## src/rtl/smf_pkg.sv

```systemverilog
package smf_pkg;

    localparam int NowW    = 63;
    localparam int StarveW = 32;
    localparam int CntW    = 32;
    localparam int CfgW    = 32;
    localparam int TrialW  = 64;
    localparam int CfgIdxW = 2;

    localparam logic [1:0] EV_NONE  = 2'd0;
    localparam logic [1:0] EV_MUTED = 2'd1;
    localparam logic [1:0] EV_RETRY = 2'd2;

    localparam logic [CfgIdxW-1:0] CFG_MUTE_AFTER = 2'd0;
    localparam logic [CfgIdxW-1:0] CFG_MUTE_RETRY = 2'd1;
    localparam logic [CfgIdxW-1:0] CFG_MUTE_TRIAL = 2'd2;

    localparam logic [CfgW-1:0] MUTE_AFTER_RST = 32'd5000000;
    localparam logic [CfgW-1:0] MUTE_RETRY_RST = 32'd30000000;
    localparam logic [CfgW-1:0] MUTE_TRIAL_RST = 32'd10000000;

    typedef struct packed {
        logic [CfgW-1:0] bad_limit_us;
        logic [CfgW-1:0] retry_wait_us;
        logic [CfgW-1:0] trial_len_us;
    } t_smf_cfg;

    typedef struct packed {
        logic [StarveW-1:0] last_starve;
        logic [NowW-1:0]    bad_start_time;
        logic [NowW-1:0]    muted_time;
        logic [TrialW-1:0]  trial_end_time;
        logic [CntW-1:0]    mute_count;
        logic [CntW-1:0]    retry_count;
    } t_smf_state;

    typedef struct packed {
        logic            stay_off;
        logic [1:0]      event_code;
        logic [CntW-1:0] mute_total;
        logic [CntW-1:0] retry_total;
    } t_smf_result;

endpackage

```

## src/rtl/smf_core.sv

```systemverilog
module smf_core (
    input  smf_pkg::t_smf_cfg              i_cfg,
    input  smf_pkg::t_smf_state            i_state,
    input  logic [smf_pkg::NowW-1:0]       i_now_us,
    input  logic [smf_pkg::StarveW-1:0]    i_starve_total,
    output smf_pkg::t_smf_state            o_state,
    output smf_pkg::t_smf_result           o_result
);

    logic                       bad;
    logic [smf_pkg::NowW-1:0]   muted_diff;
    logic [smf_pkg::NowW-1:0]   bad_diff;
    logic                       muted_hold;
    logic                       bad_short;
    logic                       in_trial;

    assign bad        = (i_starve_total != i_state.last_starve);
    assign muted_diff = i_now_us - i_state.muted_time;
    assign bad_diff   = i_now_us - i_state.bad_start_time;
    // A timestamp behind the reference point always counts as still within the limit.
    assign muted_hold = (i_now_us < i_state.muted_time) ||
                        (muted_diff < {{(smf_pkg::NowW-smf_pkg::CfgW){1'b0}},
                                       i_cfg.retry_wait_us});
    assign bad_short  = (i_now_us < i_state.bad_start_time) ||
                        (bad_diff < {{(smf_pkg::NowW-smf_pkg::CfgW){1'b0}},
                                     i_cfg.bad_limit_us});
    assign in_trial   = ({1'b0, i_now_us} < i_state.trial_end_time);

    always_comb begin
        o_state             = i_state;
        o_state.last_starve = i_starve_total;
        o_result.stay_off   = 1'b0;
        o_result.event_code = smf_pkg::EV_NONE;
        priority if (i_state.muted_time != '0) begin
            if (muted_hold) begin
                o_result.stay_off = 1'b1;
            end else begin
                o_state.muted_time     = '0;
                o_state.bad_start_time = '0;
                o_state.trial_end_time = {1'b0, i_now_us} +
                    {{(smf_pkg::TrialW-smf_pkg::CfgW){1'b0}}, i_cfg.trial_len_us};
                o_state.retry_count    = i_state.retry_count + 1'b1;
                o_result.event_code    = smf_pkg::EV_RETRY;
            end
        end else if (!bad || in_trial) begin
            o_state.bad_start_time = '0;
        end else if (i_state.bad_start_time == '0) begin
            o_state.bad_start_time = i_now_us;
        end else if (!bad_short) begin
            o_state.muted_time     = i_now_us;
            o_state.bad_start_time = '0;
            o_state.mute_count     = i_state.mute_count + 1'b1;
            o_result.stay_off      = 1'b1;
            o_result.event_code    = smf_pkg::EV_MUTED;
        end else begin
            // The bad stretch goes on without reaching the limit.
            o_state.bad_start_time = i_state.bad_start_time;
        end
        o_result.mute_total  = o_state.mute_count;
        o_result.retry_total = o_state.retry_count;
    end

endmodule

```

## src/rtl/starvation_self_mute_fsm.sv

```systemverilog
// Starvation self-mute controller. Each input beat is one tick carrying the
// current microsecond time and the cumulative starvation count; every tick
// yields exactly one result beat with the stay-off flag, an event code and the
// mute and retry totals. A tick passes an input register and then a result
// register, moving on once the result register is free or being read, and one
// tick can be accepted every cycle while the result stream is not held back;
// the state update between the two registers is combinational. Configuration writes
// take effect on the next clock edge and should be made while no tick is in flight.
module starvation_self_mute_fsm (
    input  logic        i_clk,
    input  logic        i_rst_n,
    input  logic        i_s_axis_tvalid,
    output logic        o_s_axis_tready,
    input  logic [95:0] i_s_axis_tdata,   // now_us[62:0], starve_total[94:63], zero
    output logic        o_m_axis_tvalid,
    input  logic        i_m_axis_tready,
    output logic [71:0] o_m_axis_tdata,   // stay_off, event_code, mute_total,
                                          // retry_total, zero fill
    input  logic        i_cfg_we,
    input  logic [1:0]  i_cfg_idx,
    input  logic [31:0] i_cfg_wdata
);

    smf_pkg::t_smf_cfg    r_cfg;
    smf_pkg::t_smf_state  r_state;
    smf_pkg::t_smf_state  n_state;
    smf_pkg::t_smf_result n_result;
    smf_pkg::t_smf_result r_result;

    logic                         r_in_valid;
    logic [smf_pkg::NowW-1:0]     r_now;
    logic [smf_pkg::StarveW-1:0]  r_starve;
    logic                         r_out_valid;
    logic                         out_free;
    logic                         advance;

    assign out_free        = !r_out_valid || i_m_axis_tready;
    assign advance         = r_in_valid && out_free;
    assign o_s_axis_tready = !r_in_valid || out_free;
    assign o_m_axis_tvalid = r_out_valid;
    assign o_m_axis_tdata  = {5'd0, r_result.retry_total, r_result.mute_total,
                              r_result.event_code, r_result.stay_off};

    smf_core u_core (
        .i_cfg          (r_cfg),
        .i_state        (r_state),
        .i_now_us       (r_now),
        .i_starve_total (r_starve),
        .o_state        (n_state),
        .o_result       (n_result)
    );

    always_ff @(posedge i_clk) begin
        if (!i_rst_n) begin
            r_cfg.bad_limit_us  <= smf_pkg::MUTE_AFTER_RST;
            r_cfg.retry_wait_us <= smf_pkg::MUTE_RETRY_RST;
            r_cfg.trial_len_us  <= smf_pkg::MUTE_TRIAL_RST;
        end else if (i_cfg_we) begin
            unique case (i_cfg_idx)
                smf_pkg::CFG_MUTE_AFTER: r_cfg.bad_limit_us  <= i_cfg_wdata;
                smf_pkg::CFG_MUTE_RETRY: r_cfg.retry_wait_us <= i_cfg_wdata;
                smf_pkg::CFG_MUTE_TRIAL: r_cfg.trial_len_us  <= i_cfg_wdata;
                default: ;
            endcase
        end
    end

    always_ff @(posedge i_clk) begin
        if (!i_rst_n) begin
            r_in_valid  <= 1'b0;
            r_out_valid <= 1'b0;
            r_state     <= '0;
        end else begin
            if (o_s_axis_tready) begin
                r_in_valid <= i_s_axis_tvalid;
            end
            if (out_free) begin
                r_out_valid <= r_in_valid;
            end
            if (advance) begin
                r_state <= n_state;
            end
        end
    end

    always_ff @(posedge i_clk) begin
        if (o_s_axis_tready && i_s_axis_tvalid) begin
            r_now    <= i_s_axis_tdata[62:0];
            r_starve <= i_s_axis_tdata[94:63];
        end
        if (advance) begin
            r_result <= n_result;
        end
    end

    a_mute_clears_bad: assert property (@(posedge i_clk) disable iff (!i_rst_n)
        (r_state.muted_time != '0) |-> (r_state.bad_start_time == '0))
        else $error("bad stretch recorded while muted");

    a_retry_counts: assert property (@(posedge i_clk) disable iff (!i_rst_n)
        (advance && n_result.event_code == smf_pkg::EV_RETRY) |=>
        (r_state.retry_count == $past(r_state.retry_count) + 1'b1))
        else $error("retry event without retry count step");

    a_count_only_on_tick: assert property (@(posedge i_clk) disable iff (!i_rst_n)
        !advance |=> ($stable(r_state.mute_count) && $stable(r_state.retry_count)))
        else $error("event counter changed without a tick");

endmodule

```

## config.mk

```make
export PLATFORM = sky130hd
export DESIGN_NAME = starvation_self_mute_fsm
export DESIGN_NICKNAME = d
export VERILOG_FILES = /design/src/rtl/smf_pkg.sv /design/src/rtl/smf_core.sv /design/src/rtl/starvation_self_mute_fsm.sv
export SDC_FILE = /design/constraint.sdc
export NUM_CORES = 2
export LEC_CHECK = 0
export BUFFER_PORTS_ARGS = -buffer_cell sky130_fd_sc_hd__buf_4
export CAP_MARGIN = 20
export CORE_ASPECT_RATIO = 0.7
export CORE_MARGIN = 3
export CORE_UTILIZATION = 65
export CTS_BUF_LIST = sky130_fd_sc_hd__clkbuf_4 sky130_fd_sc_hd__clkbuf_8 sky130_fd_sc_hd__clkbuf_16
export DETAILED_ROUTE_END_ITERATION = 7
export GPL_TIMING_DRIVEN = 0
export PLACE_DENSITY = 0.83
export SLEW_MARGIN = 20
export SYNTH_ARGS = -nofsm -noshare
export SYNTH_HDL_FRONTEND = slang
export SYNTH_SLANG_ARGS = --single-unit
```

## constraint.sdc

```tcl
create_clock -name i_clk -period 9.42 [get_ports i_clk]
set_input_delay 1.413 -clock i_clk [delete_from_list [all_inputs] [get_ports i_clk]]
set_output_delay 1.413 -clock i_clk [all_outputs]
set_load 0.01 [all_outputs]
```

==> flow_summary.ini <==
[clocking]
cts_hold_buffers = 0
htreeDepth = 2
clkSlewWorstSetupHoldPaths_ps = 70
cts_tree = built
clock_path_buffers = 3
postCtsSetupBuffers = 0
cts_root_buf = clkbuf_16
cts_resized = 0
cts_sinks = 546
cts_made_buffers = 53
clock_latency_ps = 630

[timing]
period_share = 0.865
worst_clock_skew_ps = 33.6
rsz0062_at_grt = false
report.final.slew_viol_count = 0
setup_viol = 0
hold_ws_ps = 457
worst_pin_slew_ps = 1090
fin_ws_ps = 1270
slew-limit-headroom = 0.275
max_freq_mhz = 123
period_minus_slack_ps = 8150
fin_tns_setup_ps = 0
hold_viol_final = 0

[floorplanning]
dieArea_sq_mm = 0.0571
initial_core_util = 0.667
core-area_sq_mm = 0.0529
die_height_um = 201
ioPinCount = 209
die_width_um = 284
row_count = 70

[logic_synthesis]
ys_seq_area_frac = 0.356
synth_async_sr_flop_share = 0
synth_edf_count = 162
synth_cell_types = 94
ys_ff_latch = 546
synthFlopType = dfxtp_1
postSynthCellCount = 4266
syn_area_sq_mm = 0.0353
avgSynthCellArea_sq_um = 8.27
synth_warnings = 0

[setup_path]
path_common_cell = a21o_1
crit_required_ps = 9970
cp-start-kind = register
crit_type = register to register
cp_max_fo = 10
worst_path_max_delay_cell = nand3_1
end_kind = register
crit_arrival_ps = 8690
critical_path.top_delay_family = compound AO/OA/AOI/OAI gates
slowest_delay_ps = 660
critPathBufInv = 4

[route]
dr_wl_met3_um = 19700
via_per_inst = 6.42
detail-route-antenna-nets = 0
drt_first_pass_iters = 7
drt_wl_total_um = 120000
wl_met1_um = 50200
wl_per_cell_um = 22.6
dr.max_layer_used = met5
first_iter_violations = 4749
via_count = 34000
wl_met2_um = 46500
route.detailed.drc = 0

[outcome]
status = complete, no violations

[place]
place_congestion = 1.04
place_ws_ps = 1600
port_buffers = 202
place_hpwl_um = 92600
place_area_sq_mm = 0.0378

[layout]
layout-drive-gt1-share = 0.0876
areaGrowthSynthToFinish_pct = 12.8
fin_util = 0.752
final_common_cell = nand2_1
design_area_sq_mm = 0.0398
final_cell_mix = nand2_1, a21oi_1, dfxtp_1, inv_1, ha_1
nets = 4955

[pwr]
peakVddDrop_v = 0.000401
power-per-cell-area_mw_per_mm2 = 364
p_leak_uw = 0.0149

[grt]
overflow = 0
track_usage = 0.401
antenna_found_initial = 3
grt_pass1_vias = 31500
grt_pass1_wl_um = 180000
grt_start_max_net_pins = 39

[job]
max_cap_viol_count = 0

[worst_hold_path]
hold_class = register to register
[cells in the mapped netlist (all sizes together) (8+ instances only)]
| master | count | area [sq um] |
|---|---|---|
| nand2 | 738 | 2770 |
| a21oi | 385 | 1930 |
| dfxtp | 384 | 7690 |
| inv | 299 | 1120 |
| ha | 284 | 3550 |
| nor2 | 213 | 812 |
| nand3 | 172 | 861 |
| edfxtp | 162 | 4860 |
| xnor2 | 161 | 1410 |
| o21ai | 155 | 787 |
| mux2i | 151 | 1510 |
| clkbuf | 143 | 537 |
| nand4 | 106 | 663 |
| xor2 | 99 | 867 |
| a21o | 76 | 571 |
| nor3 | 67 | 335 |
| nor4 | 64 | 400 |
| buf | 62 | 423 |
| o21a | 50 | 375 |
| and3 | 46 | 288 |
| a211oi | 44 | 335 |
| o211ai | 43 | 323 |
| nand2b | 42 | 263 |
| or3 | 30 | 188 |
| nor2b | 25 | 156 |
| o31ai | 21 | 158 |
| o21bai | 20 | 150 |
| a31oi | 19 | 119 |
| and2 | 16 | 100 |
| or4 | 16 | 120 |
| o2111ai | 13 | 120 |
| or2 | 13 | 81.3 |
| a21boi | 11 | 82.6 |
| o311ai | 11 | 114 |
| and4 | 9 | 78.8 |
| o41ai | 9 | 86.3 |
| a2111oi | 8 | 88.8 |
| a221oi | 8 | 100 |
| o31a | 8 | 70.1 |
[flip-flops by register name, summed over array words and instances (netlist names)]
register         count
r_now               63
o_m_axis_tdata      67
o_m_axis_tvalid      1
r_in_valid           1
r_cfg               96
r_starve            32
r_state            286
[layer usage]
layer | global-route usage | vias to the layer above
met5 | 0 | -
met4 | 0.115 | 2
met3 | 0.136 | 262
met2 | 0.543 | 2297
met1 | 0.600 | 15900
li1 | - | 15600
[layout make-up]
class / count / area [sq um]
sequential: 546 / 12600
inverter: 300 / 1130
timing repair buffer: 208 / 1610
fill: 3971 / 13100
clock inverter: 26 / 402
multi-input combinational: 3219 / 20700
buffer: 205 / 961
tap: 720 / 901
clock buffer: 74 / 1570
antenna: 3 / 7.51
[power by group]
part           internal [uW]  switching, uW
logic                   2880           6060
clock network           1430           1010
registers               2780            325
total                   7080           7400
[stage by stage]
step | cells | total power, uW
finish | 5301 | 14500
global route | 5298 | 11800
CTS | 5298 | 11100
detailed placement | 5198 | 8870
global placement | 5192 | 8210
floorplan | 4270 | 7590
[cells by family (layout without fill, tap and decap cells)]
logic type | count (synthesis) | in the layout | synth area share
muxes | 153 | 153 | 0.0435
adders and majority gates | 287 | 287 | 0.102
DFF | 546 | 546 | 0.356
xor gates and xnor gates | 260 | 260 | 0.0646
buffers and inverters | 505 | 813 | 0.0591
and+or+nand+nor | 1578 | 1578 | 0.207
AOI/OAI and AO/OA | 936 | 936 | 0.168
other | 1 | 8 | 0.000106
[path summary, 6_finish.rpt]
| check | cells past startpoint | from | endpoint | slack (ps) |
|---|---|---|---|---|
| max | 30 | r_now[0]$_DFFE_PP_ | r_state[8]$_SDFFE_PN0P_ | 1270 |
| min | 2 | r_cfg[37]$_SDFFE_PN0P_ | r_cfg[37]$_SDFFE_PN0P_ | 460 |
| max reg2reg | 30 | r_now[0]$_DFFE_PP_ | r_state[8]$_SDFFE_PN0P_ | 1270 |
| min reg2reg | 2 | r_cfg[37]$_SDFFE_PN0P_ | r_cfg[37]$_SDFFE_PN0P_ | 460 |
[tightest hold or removal path, stage by stage (launching register included)]
cell and delay [ps]:
dfxtp_1 310, nand2_1 50, a21oi_1 50
No activity file was read; power rests on OpenSTA's default activity.
